**src/hdl/lmpe_pkg.sv**
```systemverilog
// Shared types and constants for the LED mode PWM effects unit.
// No dependencies; imported by every module of the block.
package lmpe_pkg;

    localparam int unsigned LEVEL_W  = 8;
    localparam int unsigned TIME_W   = 32;
    localparam int unsigned CFG_W    = 16;
    localparam int unsigned CFG_IX_W = 3;

    localparam logic [LEVEL_W-1:0] LEVEL_MAX = 8'd255;
    localparam logic [LEVEL_W-1:0] LEVEL_MIN = 8'd0;

    typedef enum logic [2:0] {
        MODE_OFF      = 3'd0,
        MODE_ON       = 3'd1,
        MODE_BLINK    = 3'd2,
        MODE_GLOW     = 3'd3,
        MODE_FADE_ON  = 3'd4,
        MODE_FADE_OFF = 3'd5
    } mode_t;

    typedef enum logic [CFG_IX_W-1:0] {
        REG_BLINK_PERIOD_MS = 3'd0,
        REG_GLOW_STEP_MS    = 3'd1,
        REG_GLOW_STEP_SIZE  = 3'd2,
        REG_FADE_STEP_MS    = 3'd3,
        REG_FADE_STEP_SIZE  = 3'd4
    } cfg_idx_t;

    typedef struct packed {
        logic [15:0]        blink_period_ms;
        logic [15:0]        glow_step_ms;
        logic [LEVEL_W-1:0] glow_step_size;
        logic [15:0]        fade_step_ms;
        logic [LEVEL_W-1:0] fade_step_size;
    } cfg_regs_t;

    localparam logic [15:0]        RST_BLINK_PERIOD_MS = 16'd750;
    localparam logic [15:0]        RST_GLOW_STEP_MS    = 16'd75;
    localparam logic [LEVEL_W-1:0] RST_GLOW_STEP_SIZE  = 8'd25;
    localparam logic [15:0]        RST_FADE_STEP_MS    = 16'd75;
    localparam logic [LEVEL_W-1:0] RST_FADE_STEP_SIZE  = 8'd25;

endpackage

```
**src/hdl/lmpe_cfg_regs.sv**
```systemverilog
// Configuration register file for the LED mode PWM effects unit.
// Depends on lmpe_pkg; writes out of range are dropped.
module lmpe_cfg_regs (
    input  logic                          aclk,
    input  logic                          aresetn,
    input  logic                          cfg_valid,
    output logic                          cfg_ready,
    input  logic [lmpe_pkg::CFG_IX_W-1:0] cfg_index,
    input  logic [lmpe_pkg::CFG_W-1:0]    cfg_data,
    output lmpe_pkg::cfg_regs_t           cfg
);
    import lmpe_pkg::*;

    cfg_regs_t cfg_reg;
    cfg_regs_t cfg_next;

    assign cfg_ready = 1'b1;
    assign cfg       = cfg_reg;

    always_comb begin
        cfg_next = cfg_reg;
        if (cfg_valid) begin
            unique case (cfg_idx_t'(cfg_index))
                REG_BLINK_PERIOD_MS: cfg_next.blink_period_ms = cfg_data;
                REG_GLOW_STEP_MS:    cfg_next.glow_step_ms    = cfg_data;
                REG_GLOW_STEP_SIZE:  cfg_next.glow_step_size  = cfg_data[LEVEL_W-1:0];
                REG_FADE_STEP_MS:    cfg_next.fade_step_ms    = cfg_data;
                REG_FADE_STEP_SIZE:  cfg_next.fade_step_size  = cfg_data[LEVEL_W-1:0];
                default: ;
            endcase
        end
    end

    always_ff @(posedge aclk) begin
        if (!aresetn) begin
            cfg_reg.blink_period_ms <= RST_BLINK_PERIOD_MS;
            cfg_reg.glow_step_ms    <= RST_GLOW_STEP_MS;
            cfg_reg.glow_step_size  <= RST_GLOW_STEP_SIZE;
            cfg_reg.fade_step_ms    <= RST_FADE_STEP_MS;
            cfg_reg.fade_step_size  <= RST_FADE_STEP_SIZE;
        end else begin
            cfg_reg <= cfg_next;
        end
    end

endmodule

```
**src/hdl/lmpe_effect_core.sv**
```systemverilog
// Effect state and level computation for the LED mode PWM effects unit.
// Depends on lmpe_pkg; state advances only on step.
module lmpe_effect_core (
    input  logic                         aclk,
    input  logic                         aresetn,
    input  logic                         step,
    input  logic [2:0]                   mode,
    input  logic [lmpe_pkg::TIME_W-1:0]  now_ms,
    input  lmpe_pkg::cfg_regs_t          cfg,
    output logic [lmpe_pkg::LEVEL_W-1:0] level
);
    import lmpe_pkg::*;

    logic [TIME_W-1:0]  blink_last_reg, blink_last_next;
    logic [LEVEL_W-1:0] blink_level_reg, blink_level_next;
    logic [TIME_W-1:0]  glow_last_reg, glow_last_next;
    logic [LEVEL_W-1:0] glow_level_reg, glow_level_next;
    logic               glow_rising_reg, glow_rising_next;
    logic [TIME_W-1:0]  rise_last_reg, rise_last_next;
    logic [LEVEL_W-1:0] rise_level_reg, rise_level_next;
    logic [TIME_W-1:0]  fall_last_reg, fall_last_next;
    logic [LEVEL_W-1:0] fall_level_reg, fall_level_next;

    logic               blink_due, glow_due, rise_due, fall_due;
    logic [LEVEL_W:0]   glow_sum, rise_sum;
    logic [LEVEL_W-1:0] glow_up, glow_down, rise_up, fall_down;

    // wrapping elapsed time against each interval
    assign blink_due = (now_ms - blink_last_reg) >= {16'd0, cfg.blink_period_ms};
    assign glow_due  = (now_ms - glow_last_reg)  >= {16'd0, cfg.glow_step_ms};
    assign rise_due  = (now_ms - rise_last_reg)  >= {16'd0, cfg.fade_step_ms};
    assign fall_due  = (now_ms - fall_last_reg)  >= {16'd0, cfg.fade_step_ms};

    assign glow_sum  = {1'b0, glow_level_reg} + {1'b0, cfg.glow_step_size};
    assign glow_up   = (glow_sum >= {1'b0, LEVEL_MAX}) ? LEVEL_MAX : glow_sum[LEVEL_W-1:0];
    assign glow_down = (cfg.glow_step_size >= glow_level_reg) ? LEVEL_MIN
                     : glow_level_reg - cfg.glow_step_size;
    assign rise_sum  = {1'b0, rise_level_reg} + {1'b0, cfg.fade_step_size};
    assign rise_up   = (rise_sum >= {1'b0, LEVEL_MAX}) ? LEVEL_MAX : rise_sum[LEVEL_W-1:0];
    assign fall_down = (cfg.fade_step_size >= fall_level_reg) ? LEVEL_MIN
                     : fall_level_reg - cfg.fade_step_size;

    always_comb begin
        blink_last_next  = blink_last_reg;
        blink_level_next = blink_level_reg;
        glow_last_next   = glow_last_reg;
        glow_level_next  = glow_level_reg;
        glow_rising_next = glow_rising_reg;
        rise_last_next   = rise_last_reg;
        rise_level_next  = rise_level_reg;
        fall_last_next   = fall_last_reg;
        fall_level_next  = fall_level_reg;
        level            = LEVEL_MIN;
        unique case (mode_t'(mode))
            MODE_OFF: level = LEVEL_MIN;
            MODE_ON:  level = LEVEL_MAX;
            MODE_BLINK: begin
                if (blink_due) begin
                    blink_last_next  = now_ms;
                    blink_level_next = (blink_level_reg == LEVEL_MIN) ? LEVEL_MAX : LEVEL_MIN;
                end
                level = blink_level_next;
            end
            MODE_GLOW: begin
                if (glow_due) begin
                    glow_last_next = now_ms;
                    if (glow_rising_reg) begin
                        glow_level_next = glow_up;
                        if (glow_up == LEVEL_MAX) begin
                            glow_rising_next = 1'b0;
                        end
                    end else begin
                        glow_level_next = glow_down;
                        if (glow_down == LEVEL_MIN) begin
                            glow_rising_next = 1'b1;
                        end
                    end
                end
                level = glow_level_next;
            end
            MODE_FADE_ON: begin
                if (rise_due) begin
                    rise_last_next  = now_ms;
                    rise_level_next = rise_up;
                end
                level = rise_level_next;
            end
            MODE_FADE_OFF: begin
                if (fall_due) begin
                    fall_last_next  = now_ms;
                    fall_level_next = fall_down;
                end
                level = fall_level_next;
            end
            default: level = LEVEL_MIN;
        endcase
    end

    always_ff @(posedge aclk) begin
        if (!aresetn) begin
            blink_last_reg  <= '0;
            blink_level_reg <= LEVEL_MIN;
            glow_last_reg   <= '0;
            glow_level_reg  <= LEVEL_MIN;
            glow_rising_reg <= 1'b1;
            rise_last_reg   <= '0;
            rise_level_reg  <= LEVEL_MIN;
            fall_last_reg   <= '0;
            fall_level_reg  <= LEVEL_MIN;
        end else if (step) begin
            blink_last_reg  <= blink_last_next;
            blink_level_reg <= blink_level_next;
            glow_last_reg   <= glow_last_next;
            glow_level_reg  <= glow_level_next;
            glow_rising_reg <= glow_rising_next;
            rise_last_reg   <= rise_last_next;
            rise_level_reg  <= rise_level_next;
            fall_last_reg   <= fall_last_next;
            fall_level_reg  <= fall_level_next;
        end
    end

endmodule

```
**src/hdl/led_mode_pwm_effects_unit.sv**
```systemverilog
// LED mode PWM effects unit: one PWM level word per mode/timestamp word.
// The block takes one input word every cycle while the result side is not stalled, and
// returns its level through the input register, then the result register; the effect state
// updates in the cycle that moves a word from the input register to the result register, so
// back-to-back words see the state left by their predecessor. Configuration writes are
// accepted every cycle and must be issued only while the block holds no word.
// Depends on lmpe_pkg, lmpe_cfg_regs and lmpe_effect_core.
module led_mode_pwm_effects_unit (
    input  logic                          aclk,
    input  logic                          aresetn,
    input  logic                          s_valid,
    output logic                          s_ready,
    input  logic [2:0]                    s_mode,
    input  logic [lmpe_pkg::TIME_W-1:0]   s_now_ms,
    output logic                          m_valid,
    input  logic                          m_ready,
    output logic [lmpe_pkg::LEVEL_W-1:0]  m_pwm_level,
    input  logic                          cfg_valid,
    output logic                          cfg_ready,
    input  logic [lmpe_pkg::CFG_IX_W-1:0] cfg_index,
    input  logic [lmpe_pkg::CFG_W-1:0]    cfg_data
);
    import lmpe_pkg::*;

    cfg_regs_t          cfg;
    logic               in_valid_reg;
    logic [2:0]         in_mode_reg;
    logic [TIME_W-1:0]  in_now_reg;
    logic               out_valid_reg;
    logic [LEVEL_W-1:0] out_level_reg;
    logic [LEVEL_W-1:0] level;
    logic               advance;

    // move a word to the result register when it is empty or being drained
    assign advance     = in_valid_reg && (!out_valid_reg || m_ready);
    assign s_ready     = !in_valid_reg || advance;
    assign m_valid     = out_valid_reg;
    assign m_pwm_level = out_level_reg;

    lmpe_cfg_regs u_cfg (
        .aclk      (aclk),
        .aresetn   (aresetn),
        .cfg_valid (cfg_valid),
        .cfg_ready (cfg_ready),
        .cfg_index (cfg_index),
        .cfg_data  (cfg_data),
        .cfg       (cfg)
    );

    lmpe_effect_core u_core (
        .aclk    (aclk),
        .aresetn (aresetn),
        .step    (advance),
        .mode    (in_mode_reg),
        .now_ms  (in_now_reg),
        .cfg     (cfg),
        .level   (level)
    );

    always_ff @(posedge aclk) begin
        if (!aresetn) begin
            in_valid_reg  <= 1'b0;
            out_valid_reg <= 1'b0;
        end else begin
            if (s_ready) begin
                in_valid_reg <= s_valid;
            end
            if (advance) begin
                out_valid_reg <= 1'b1;
            end else if (m_ready) begin
                out_valid_reg <= 1'b0;
            end
        end
    end

    always_ff @(posedge aclk) begin
        if (s_valid && s_ready) begin
            in_mode_reg <= s_mode;
            in_now_reg  <= s_now_ms;
        end
        if (advance) begin
            out_level_reg <= level;
        end
    end

endmodule

```
**config.mk**
```make
export PLATFORM = sky130hd
export DESIGN_NAME = led_mode_pwm_effects_unit
export DESIGN_NICKNAME = d
export VERILOG_FILES = /design/src/hdl/lmpe_pkg.sv /design/src/hdl/lmpe_cfg_regs.sv /design/src/hdl/lmpe_effect_core.sv /design/src/hdl/led_mode_pwm_effects_unit.sv
export SDC_FILE = /design/constraint.sdc
export NUM_CORES = 1
export LEC_CHECK = 0
export BUFFER_PORTS_ARGS = -buffer_cell sky130_fd_sc_hd__buf_2
export CELL_PAD_IN_SITES_DETAIL_PLACEMENT = 2
export CELL_PAD_IN_SITES_GLOBAL_PLACEMENT = 2
export CORE_UTILIZATION = 35
export CTS_CLUSTER_DIAMETER = 50
export DETAILED_ROUTE_END_ITERATION = 10
export PLACE_DENSITY = 0.85
export SYNTH_ARGS = -nofsm -noshare
export SYNTH_HDL_FRONTEND = slang
export SYNTH_SLANG_ARGS = --single-unit
```
**constraint.sdc**
```tcl
create_clock -name aclk -period 4.8 [get_ports aclk]
set_input_delay 0.72 -clock aclk [delete_from_list [all_inputs] [get_ports aclk]]
set_output_delay 0.72 -clock aclk [all_outputs]
set_load 0.005 [all_outputs]
```
==> summary.txt, run 1 <==
Outcome
  • Status: finished, violations left
  • Failing checks: max-capacitance violations, max-slew violations, negative setup slack

Worst setup path
  • CP endpoint kind: flip-flop
  • Crit path buffers/inverters: 5
  • Reg2reg start: in_now_reg[5]
  • FF-to-FF End: u_core.glow_last_reg[1]
  • CP Cell Sequence: buf_4, ha_1, a21oi_1, nor2_1, o41ai_4, buf_4, a21oi_4, nor2_2, xnor2_1, ha_1, a21oi_2, nor2b_1, o21ai_2, o311ai_2, nor4b_2, buf_4, and4_4, o31ai_4, nor4_4, and4_4, buf_6, buf_12, o21ai_1, a21oi_2
  • R2R depth: 24
  • Worst EP required: 5250 ps
  • CP peak stage delay: 670 ps
  • Worst endpoint data arrival time: 7270 ps
  • Critical-path top delay cell: nor2_1
  • Critical Path End: u_core.glow_last_reg[1]
  • Cell mode on critical path: buf_4
  • CP startpoint: in_now_reg[5]
  • Crit start category: flip-flop
  • Crit. path cell count: 24
  • Kind of cell adding the most delay to the critical path: simple AND/OR/NAND/NOR gates
  • CP Class: flip-flop to flip-flop
  • Reg2Reg Setup Slack: -2020 ps
  • CP Max Fanout: 8

Synthesis
  • Synth Instances: 2755
  • Yosys warnings: 0
  • Syn Area/Cell: 7.76 sq um
  • Distinct cells, synth: 90
  • Main flop type after synthesis: dfxtp_1
  • FF+latch count, synth: 270
  • Async set or reset register ratio after synthesis: 0
  • EDFF count, synth: 43
  • Yosys top cell area share: 0.213
  • Synth Net Count: 3042
  • Netlist Area Pre-Place: 21400 sq um
  • Seq/Total Area, Yosys: 0.273
  • Top area cells in the synthesized netlist: dfxtp_1, ha_1, a21oi_1
  • Largest area contributor in the netlist: dfxtp_1

Finish
  • FILL cells: 6438
  • Synthesis-to-layout area growth: 38.3%
  • Share of layout cells above drive strength 1: 0.291
  • Final nets: 3414
  • Most common cell after layout, fill and taps aside: buf_4
  • Max reg flops: 64
  • Most frequent cells in the layout: buf_4, nand2_1, inv_1

Route
  • Via/cell ratio: 7.11
  • WL final: 163 mm
  • Routed Antenna Nets: 0
  • WL/cell: 41.3 um
  • Initial DRC Count: 2764
  • First-pass detailed-route iteration total: 5
  • Via Count: 28100
  • DRC viols: 0

Floorplanning
  • IO Pins: 70
  • Rows: 90
  • Initial core utilization: 0.354
  • Die area: 62100 sq um
  • Die height: 249 um
  • Core box area: 60400 sq um
  • Horiz. Die Dim: 249 um

Pwr
  • Pleak: 11.8 nW
  • Design Power: 8.36 mW
  • Max rail drop VDD: 322 uV
  • Power Density: 282 nW/um^2

Global routing
  • Vias in the first global route: 29200
  • First-pass GRT wire length: 191 mm
  • Antenna violations before repair: 24
  • Total track usage: 0.404
  • Global route overflow: 0
  • Largest net degree at the start of global routing: 106

Hold path
  • Hold depth: 1
  • Type of the tightest min-delay check: input pin to flip-flop

CTS
  • H-tree Lvls: 2
  • Clk buf depth: 3
  • CTS Buf Count: 42
  • CTS root buf: clkbuf_16
  • Clk sinks: 270
  • Cts hold-fix bufs: 0
  • Reg clk slew, reported paths: 80 ps
  • Clock Latency Late Sink: 650 ps
  • CTS tree: yes

Timing
  • Slew Limit Fails: 2
  • Setup-failing EPs final: 169
  • RSZ-0062 raised after global routing: yes
  • Min setup slack post-route: -2020 ps
  • Clk_skew: 54.6 ps
  • Worst-margin pin slew: 1800 ps
  • Normalized max-slew margin: -0.203
  • Final cycle utilization of the critical path: 1.42
  • Hold Vio Cnt, Final: 0
  • Achievable clock frequency: 0.147 GHz
  • Min Tclk post-route: 6820 ps

Run
  • Max Cap Viol: 1

Place
  • GP Congestion: 0.925
  • Pre-CTS WS: -1270 ps
  • Dpl hpwl: 73.1 mm
  • # port buffers: 68
[per-layer routing]
layer,track usage,vias up,share of wire
li1,-,10600,-
met1,0.403,13700,0.32
met2,0.713,2352,0.44
met3,0.0888,1353,0.11
met4,0.350,22,0.12
met5,0,-,0.0025
[cell type report]
class | instances | area [sq um] | area share
Multi-Input combinational cell | 2110 | 16400 | 0.554
Sequential cell | 270 | 5840 | 0.197
Timing Repair Buffer | 461 | 3970 | 0.134
Clock buffer | 48 | 1120 | 0.0380
Tap cell | 782 | 978 | 0.0331
Inverter | 242 | 917 | 0.0310
Clock inverter | 29 | 343 | 0.0116
Antenna cell | 9 | 22.5 | 0.000761
[power breakdown]
part           internal [mW]  switching (mW)  total [mW]  leakage [nW]
combinational          0.839            1.53        2.37          8.88
sequential              2.36          0.0845        2.44          2.25
clock                   1.99            1.55        3.55         0.716
[kinds of logic (layout without fill, tap and decap cells)]
| logic type | Yosys count | in the layout | synth area share |
|---|---|---|---|
| muxes | 97 | 97 | 0.0459 |
| and+or+nand+nor | 870 | 870 | 0.195 |
| DFF | 270 | 270 | 0.273 |
| adders and majority gates | 228 | 228 | 0.136 |
| buffers and inverters | 375 | 780 | 0.0697 |
| xor gates and xnor gates | 101 | 101 | 0.0414 |
| other | 1 | 10 | 0.000175 |
| AOI/OAI and AO/OA | 813 | 813 | 0.239 |
[Yosys cell counts, types with 14 or more instances]
library cell / instances
nand2_1: 308
a21oi_1: 296
inv_1: 241
dfxtp_1: 227
ha_1: 220
nor2_1: 200
o21ai_0: 162
clkbuf_1: 117
mux2i_1: 89
nand3_1: 88
xnor2_1: 67
nor3_1: 53
a21o_1: 51
nand4_1: 48
edfxtp_1: 43
o211ai_1: 41
xor2_1: 34
o21a_1: 33
nand2b_1: 29
a31oi_1: 28
and3_1: 25
nor2b_1: 25
a211oi_1: 22
o21bai_1: 22
and2_1: 16
and4_1: 16
or3_1: 14
[metrics by stage]
step           instances  area, sq um  hold WS, ps  TNS [ps]  utilization
4_1_cts             3894        28100          270    -52970        0.465
5_1_grt             3944        29600          227   -208970        0.490
2_1_floorplan       2755        21400          436         0            -
3_5_place_dp        3744        24300          451   -112870        0.403
3_3_place_gp        3744        24300          444    -78840        0.403
6_report            3951        29600          244   -215580        0.490
[how the worst min path moves through the flow]
stage / to / from / slack [ps]
global placement: u_cfg.cfg[41] / u_cfg.cfg[41] / 440
floorplan: u_cfg.cfg[10] / u_cfg.cfg[10] / 440
CTS: in_now_reg[8] / s_now_ms[8] / 270
global route: in_now_reg[13] / s_now_ms[13] / 230
detailed placement: u_cfg.cfg[52] / u_cfg.cfg[52] / 450
finish: in_now_reg[8] / s_now_ms[8] / 240
[timing repair]
item / CTS / global route
endpoints found under the setup margin: 169 / 169
cloned: 11 / 4
buffers inserted: 66 / 56
resized for setup: 352 / 274
pin swaps: 156 / 158
(Power assumes the default switching activity.)
==> run 2, diff against run 1 <==
PLACE_DENSITY = not set   (was 0.85)
PLACE_DENSITY_LB_ADDON = 0.1   (was not set)
==> run 2 against run 1 <==
Compared with the run above:
- sequential power is essentially flat
- clock skew shrank 19 ps
- global-route usage shrank 7.0 points
- the flow finishes with violations (negative setup slack)
- power shrank 5.7%
- non-clock buffer count shrank 6
- register-to-register slack gained 1400 ps
- worst hold slack gained 37 ps
- setup slack gained 1400 ps
==> summary.txt, run 2 (synthesis gave the netlist of run 1 again) <==
Timing
  • Hold_ws: 281 ps (+36.9 ps)
  • Normalized max-slew margin: 0.205 (+0.408)
  • Setup_tns: -73650 ps (+141940 ps)
  • Min Tclk post-route: 5440 ps (-1380 ps)
  • Hold Vio Cnt, Final: 0 (unchanged)
  • Worst-margin pin slew: 1190 ps (-608 ps)
  • Slew Limit Fails: 0 (-2)
  • Achievable clock frequency: 0.184 GHz (+25%)
  • Min setup slack post-route: -642 ps (+1380 ps)
  • RSZ-0062 raised after global routing: yes
  • Final cycle utilization of the critical path: 1.13 (-0.287)
  • Setup-failing EPs final: 169 (unchanged)
  • Clk_skew: 35.3 ps (-19.3 ps)

Global routing
  • Total track usage: 0.334 (-0.0704)
  • Global route overflow: 0 (unchanged)
  • Antenna violations before repair: 1 (-96%)
  • Vias in the first global route: 26300 (-9.9%)
  • Largest net degree at the start of global routing: 106 (unchanged)
  • First-pass GRT wire length: 161 mm (-16%)

Place
  • Pre-CTS WS: -878 ps (+395 ps)
  • GP Congestion: 0.914 (-1.2%)
  • # port buffers: 68 (unchanged)
  • Placement Cell Area: 24500 sq um (+0.75%)
  • Placed Cells incl. Taps: 3761 (+0.45%)
  • Dpl hpwl: 73.2 mm (+0.15%)

Finish
  • Share of layout cells above drive strength 1: 0.261 (-0.0305)
  • Synthesis-to-layout area growth: 34.5%
  • Finished Core Util: 0.476 (-0.0138)
  • Cell Count, Final, Fillers Out: 3947 (-0.10%)
  • Max reg flops: 64 (unchanged)
  • Most common cell after layout, fill and taps aside: buf_4
  • Final nets: 3413 (-0.029%)
  • Most frequent cells in the layout: buf_4, nand2_1, inv_1
  • FILL cells: 6533 (+1.5%)
  • Fin area: 28800 sq um (-2.8%)
  • Diode count: 0 (-9)

Worst setup path
  • CP peak stage delay: 460 ps (-210 ps)
  • R2R depth: 26 (+8.3%)
  • CP Max Fanout: 14 (+6)
  • Cell mode on critical path: buf_4
  • FF-to-FF End: u_core.blink_last_reg[3]
  • Kind of cell adding the most delay to the critical path: compound AO/OA/AOI/OAI gates
  • CP startpoint: in_now_reg[3]
  • Worst endpoint data arrival time: 5920 ps (-1350 ps)
  • Crit. path cell count: 26 (+8.3%)
  • Critical-path top delay cell: edfxtp_1
  • Worst EP required: 5280 ps (+30 ps)
  • CP endpoint kind: flip-flop
  • Crit path buffers/inverters: 6 (+1)
  • Crit start category: flip-flop
  • Critical Path End: u_core.blink_last_reg[3]
  • Reg2Reg Setup Slack: -640 ps (+1380 ps)
  • CP Class: flip-flop to flip-flop
  • Reg2reg start: in_now_reg[3]

Outcome
  • Failing checks: negative setup slack
  • Status: finished, violations left

Floorplanning
  • Horiz. Die Dim: 249 um (unchanged)
  • Die height: 249 um (unchanged)
  • Die area: 62100 sq um (unchanged)
  • IO Pins: 70 (unchanged)
  • Core box area: 60400 sq um (unchanged)
  • Rows: 90 (unchanged)
  • Initial core utilization: 0.354 (unchanged)

Hold path
  • Type of the tightest min-delay check: input pin to flip-flop
  • Hold wc startpoint: s_now_ms[11]

Pwr
  • Max rail drop VDD: 248 uV (-23%)
  • Pleak: 11.7 nW (-1.3%)
  • Design Power: 7.88 mW (-5.7%)
  • Power Density: 274 nW/um^2 (-3.0%)

CTS
  • Reg clk slew, reported paths: 60 ps (-20 ps)
  • Clk sinks: 270 (unchanged)
  • CTS root buf: clkbuf_16
  • Clk buf depth: 3 (unchanged)
  • CTS Buf Count: 47 (+12%)
  • Clock Latency Late Sink: 620 ps (-30 ps)
  • Cts hold-fix bufs: 0 (unchanged)
  • H-tree Lvls: 2 (unchanged)
  • CTS tree: yes

Route
  • Via Count: 23900 (-15%)
  • Initial DRC Count: 1412 (-49%)
  • DRC viols: 0 (unchanged)
  • First-pass detailed-route iteration total: 5 (unchanged)
  • WL final: 114 mm (-30%)
  • Via/cell ratio: 6.06 (-15%)
  • Routed Antenna Nets: 0 (unchanged)
  • WL/cell: 28.9 um (-30%)

Run
  • Max Cap Viol: 0 (-1)
run 2: changes by cell type in the layout (fill, tap and decap cells not counted), moves of 15 or more:
cell     before  now
a21oi_2      81   62
buf_6        43   28
mux2i_4      17    1
nand2_4      38   20
mux2i_1      60   84
a21oi_1     203  229
run 2: layout make-up:
cell class,instances,area [sq um],share of cell area
Multi-Input combinational cell,2110,15500,0.538
Sequential cell,270,5840,0.203
Timing Repair Buffer,455,3970,0.138
Clock buffer,56,1270,0.0442
Tap cell,782,978,0.0340
Inverter,242,913,0.0318
Clock inverter,32,308,0.0107
run 2: worst min path at each step:
stage / endpoint / slack [ps] / cells after the start
6_report: in_now_reg[11] / 280 / 1
5_1_grt: in_now_reg[26] / 270 / 1
4_1_cts: in_now_reg[21] / 250 / 1
3_5_place_dp: u_cfg.cfg[17] / 450 / 2
3_3_place_gp: u_cfg.cfg[43] / 440 / 2
2_1_floorplan: u_cfg.cfg[10] / 440 / 2
run 2: routing by layer:
layer	wire [um]	up-vias	part of all wire	GRT usage
met1	45700	12200	0.40	0.389
met5	0	-	0	0
met2	56800	703	0.50	0.608
li1	-	10600	-	-
met4	6810	0	0.060	0.157
met3	4730	356	0.042	0.0372
run 2: where the power goes:
group	total, mW	switching [mW]	leakage, nW	internal (mW)
sequential	2.43	0.0709	2.25	2.36
combinational	1.94	1.16	8.67	0.780
clock	3.51	1.49	0.768	2.01
run 2: what timing repair did:
| action | 4_1_cts | 5_1_grt |
|---|---|---|
| endpoints found under the setup margin | 169 | 169 |
| gates resized for setup | 324 | 98 |
| buffers inserted | 65 | 22 |
| pin swaps | 183 | 65 |
| gates cloned | 16 | 0 |
==> run 3, diff against run 2 <==
SETUP_SLACK_MARGIN = 0.05   (was not set)
==> run 3 against run 2 <==
Compared with the run above:
- the run still ends with negative setup slack left
- worst hold slack better by 9.0 ps
- non-clock buffer count increased by 21
- setup slack worse by 45 ps
- critical endpoint is now m_pwm_level[3]
==> summary.txt, run 3 (synthesis gave the netlist of run 1 again) <==
CTS
  • Clock Latency Late Sink: 610 ps (about the same)
  • CTS root buf: clkbuf_16
  • Clk sinks: 270 (unchanged)
  • Clk buf depth: 3 (unchanged)
  • Reg clk slew, reported paths: 60 ps (about the same)
  • Cts hold-fix bufs: 0 (unchanged)
  • CTS tree: yes
  • H-tree Lvls: 2 (unchanged)
  • CTS Buf Count: 47 (unchanged)

Global routing
  • Total track usage: 0.325 (-0.00895)
  • First-pass GRT wire length: 157 mm (-2.5%)
  • Antenna violations before repair: 2 (+1)
  • Largest net degree at the start of global routing: 94 (-11%)
  • Global route overflow: 0 (unchanged)
  • Vias in the first global route: 25700 (-2.1%)

Floorplanning
  • Horiz. Die Dim: 249 um (unchanged)
  • Die height: 249 um (unchanged)
  • Rows: 90 (unchanged)
  • Initial core utilization: 0.354 (unchanged)
  • IO Pins: 70 (unchanged)
  • Die area: 62100 sq um (unchanged)
  • Core box area: 60400 sq um (unchanged)

Worst setup path
  • CP endpoint kind: flip-flop
  • Crit start category: flip-flop
  • CP Cell Sequence: buf_6, ha_1, nor2b_2, o2111a_2, buf_4, nor3_2, o21bai_1, a21oi_1, xnor2_1, ha_1, a21oi_1, o21ai_0, o2bb2ai_1, nor4_4, nand3_1, mux2i_2, o311ai_4, nor4_4, buf_6, buf_12, buf_12, mux2i_4, a311oi_2, nand4_1
  • CP Max Fanout: 7 (-7)
  • Worst endpoint data arrival time: 5830 ps (-90 ps)
  • R2R depth: 24 (-7.7%)
  • Critical-path top delay cell: edfxtp_1
  • Reg2Reg Setup Slack: -690 ps (-40 ps)
  • CP peak stage delay: 440 ps (-20 ps)
  • CP Class: flip-flop to flip-flop
  • Worst EP required: 5140 ps (-140 ps)

Timing
  • Min Tclk post-route: 5490 ps (+44.8 ps)
  • Achievable clock frequency: 0.182 GHz (-0.82%)
  • Setup-failing EPs final: 169 (unchanged)
  • Min setup slack post-route: -687 ps (-44.8 ps)
  • Hold Vio Cnt, Final: 0 (unchanged)
  • RSZ-0062 raised after global routing: yes
  • Worst-margin pin slew: 1170 ps (-23.0 ps)
  • Final cycle utilization of the critical path: 1.14 (+0.00934)
  • Slew Limit Fails: 0 (unchanged)
  • Clk_skew: 38.2 ps (+2.85 ps)
  • Normalized max-slew margin: 0.217 (+0.0124)

Run
  • Max Cap Viol: 0 (unchanged)

Pwr
  • Max rail drop VDD: 235 uV (-5.4%)
  • Power Density: 270 nW/um^2 (-1.5%)
  • Pleak: 11.9 nW (+1.8%)

Finish
  • Area of the multi-input gates: 16100 sq um (+4.0%)
  • Fin area: 29600 sq um (+2.9%)
  • Most common cell after layout, fill and taps aside: buf_4
  • Most frequent cells in the layout: buf_4, nand2_1, inv_1
  • Final nets: 3437 (+0.70%)
  • Share of layout cells above drive strength 1: 0.289 (+0.0281)
  • FILL cells: 6467 (-1.0%)
  • Max reg flops: 64 (unchanged)
  • Sequential Area: 5840 sq um (unchanged)
  • Synthesis-to-layout area growth: 38.3%

Route
  • Wl on met1: 46.8 mm (+2.5%)
  • WL/cell: 29.6 um (+2.4%)
  • Routed Antenna Nets: 0 (unchanged)
  • Via/cell ratio: 6.03 (-0.52%)
  • Top sig layer: met4
  • First-pass detailed-route iteration total: 5 (unchanged)
  • Initial DRC Count: 1291 (-8.6%)
  • WL final: 118 mm (+3.1%)
  • Met2 WL: 58.7 mm (+3.3%)
  • Met3 wire len: 4.79 mm (+1.2%)
  • DRC viols: 0 (unchanged)
  • Via Count: 24000 (+0.11%)

Place
  • Placement Cell Area: 24500 sq um (about the same)
  • Pre-CTS WS: -1370 ps (-488 ps)
  • # port buffers: 68 (unchanged)
  • Dpl hpwl: 73.3 mm (+0.24%)
  • GP Congestion: 0.900 (-1.5%)

Hold path
  • Type of the tightest min-delay check: input pin to flip-flop
  • Hold depth: 1 (unchanged)

Outcome
  • Status: finished, violations left
  • Failing checks: negative setup slack
-- run 3: changes by cell type in the layout (fill, tap and decap cells not counted), moves of 9 or more --
cell / delta
buf_6: +14
o21ai_2: +10
nand2b_1: -9
o21ai_4: +13
o21ai_0: -16
a21oi_1: -10
nand2b_4: +9
mux2i_1: -9
-- run 3: layer usage --
metal / GRT usage / vias to the layer above
met3: 0.0340 / 362
met1: 0.384 / 12200
met2: 0.592 / 676
li1: - / 10700
met5: 0 / -
met4: 0.139 / 0
-- run 3: report_power, final --
part / switching (mW) / total (mW) / internal (mW) / leakage, nW
logic: 1.21 / 2.03 / 0.818 / 8.86
registers: 0.0721 / 2.43 / 2.36 / 2.25
clock network: 1.38 / 3.52 / 2.15 / 0.784
total: 2.66 / 7.98 / 5.32 / 11.9
-- run 3: layout make-up --
| cell class | instances | share of cell area |
|---|---|---|
| Timing Repair Buffer | 476 | 0.140 |
| Tap cell | 782 | 0.0331 |
| Clock buffer | 61 | 0.0439 |
| Clock inverter | 27 | 0.00994 |
| Multi-Input combinational cell | 2113 | 0.544 |
| Inverter | 242 | 0.0310 |
| Sequential cell | 270 | 0.197 |
| Antenna cell | 1 | 0.0000846 |
-- run 3: path summary, 6_finish.rpt --
check           startpoint             end
min reg2reg  u_cfg.cfg[43]   u_cfg.cfg[43]
max reg2reg  in_now_reg[1]  m_pwm_level[3]
min              s_mode[2]  in_mode_reg[2]
max          in_now_reg[1]  m_pwm_level[3]
-- run 3: timing repair --
| action | 4_1_cts | 5_1_grt |
|---|---|---|
| hold endpoints to repair | 0 | 0 |
| pin swaps | 126 | 244 |
| cloned | 15 | 4 |
| gates resized for setup | 294 | 295 |
| buffers inserted | 56 | 53 |
| setup endpoints to repair | 169 | 169 |
-- run 3: worst max-delay path, delay by kind of cell (launching register included) --
family                     cells  cell delay, ps
AOI/OAI and AO/OA              8            1730
and+or+nand+nor                6            1190
buffers and inverters          5             800
adders and majority gates      2             590
DFF                            1             440
muxes                          2             310
xor gates and xnor gates       1             190
-- run 3: stage by stage --
| stage | hold slack, ps | total power, mW | setup TNS (ps) | util | std cells |
|---|---|---|---|---|---|
| 6_report | 290 | 7.98 | -78840 | 0.490 | 3972 |
| 2_1_floorplan | 436 | 3.37 | 0 | - | 2755 |
| 5_1_grt | 280 | 8.20 | -104550 | 0.490 | 3971 |
| 4_1_cts | 270 | 7.70 | -35750 | 0.463 | 3928 |
| 3_3_place_gp | 442 | 4.02 | -91820 | 0.406 | 3770 |
| 3_5_place_dp | 454 | 4.09 | -128370 | 0.406 | 3770 |
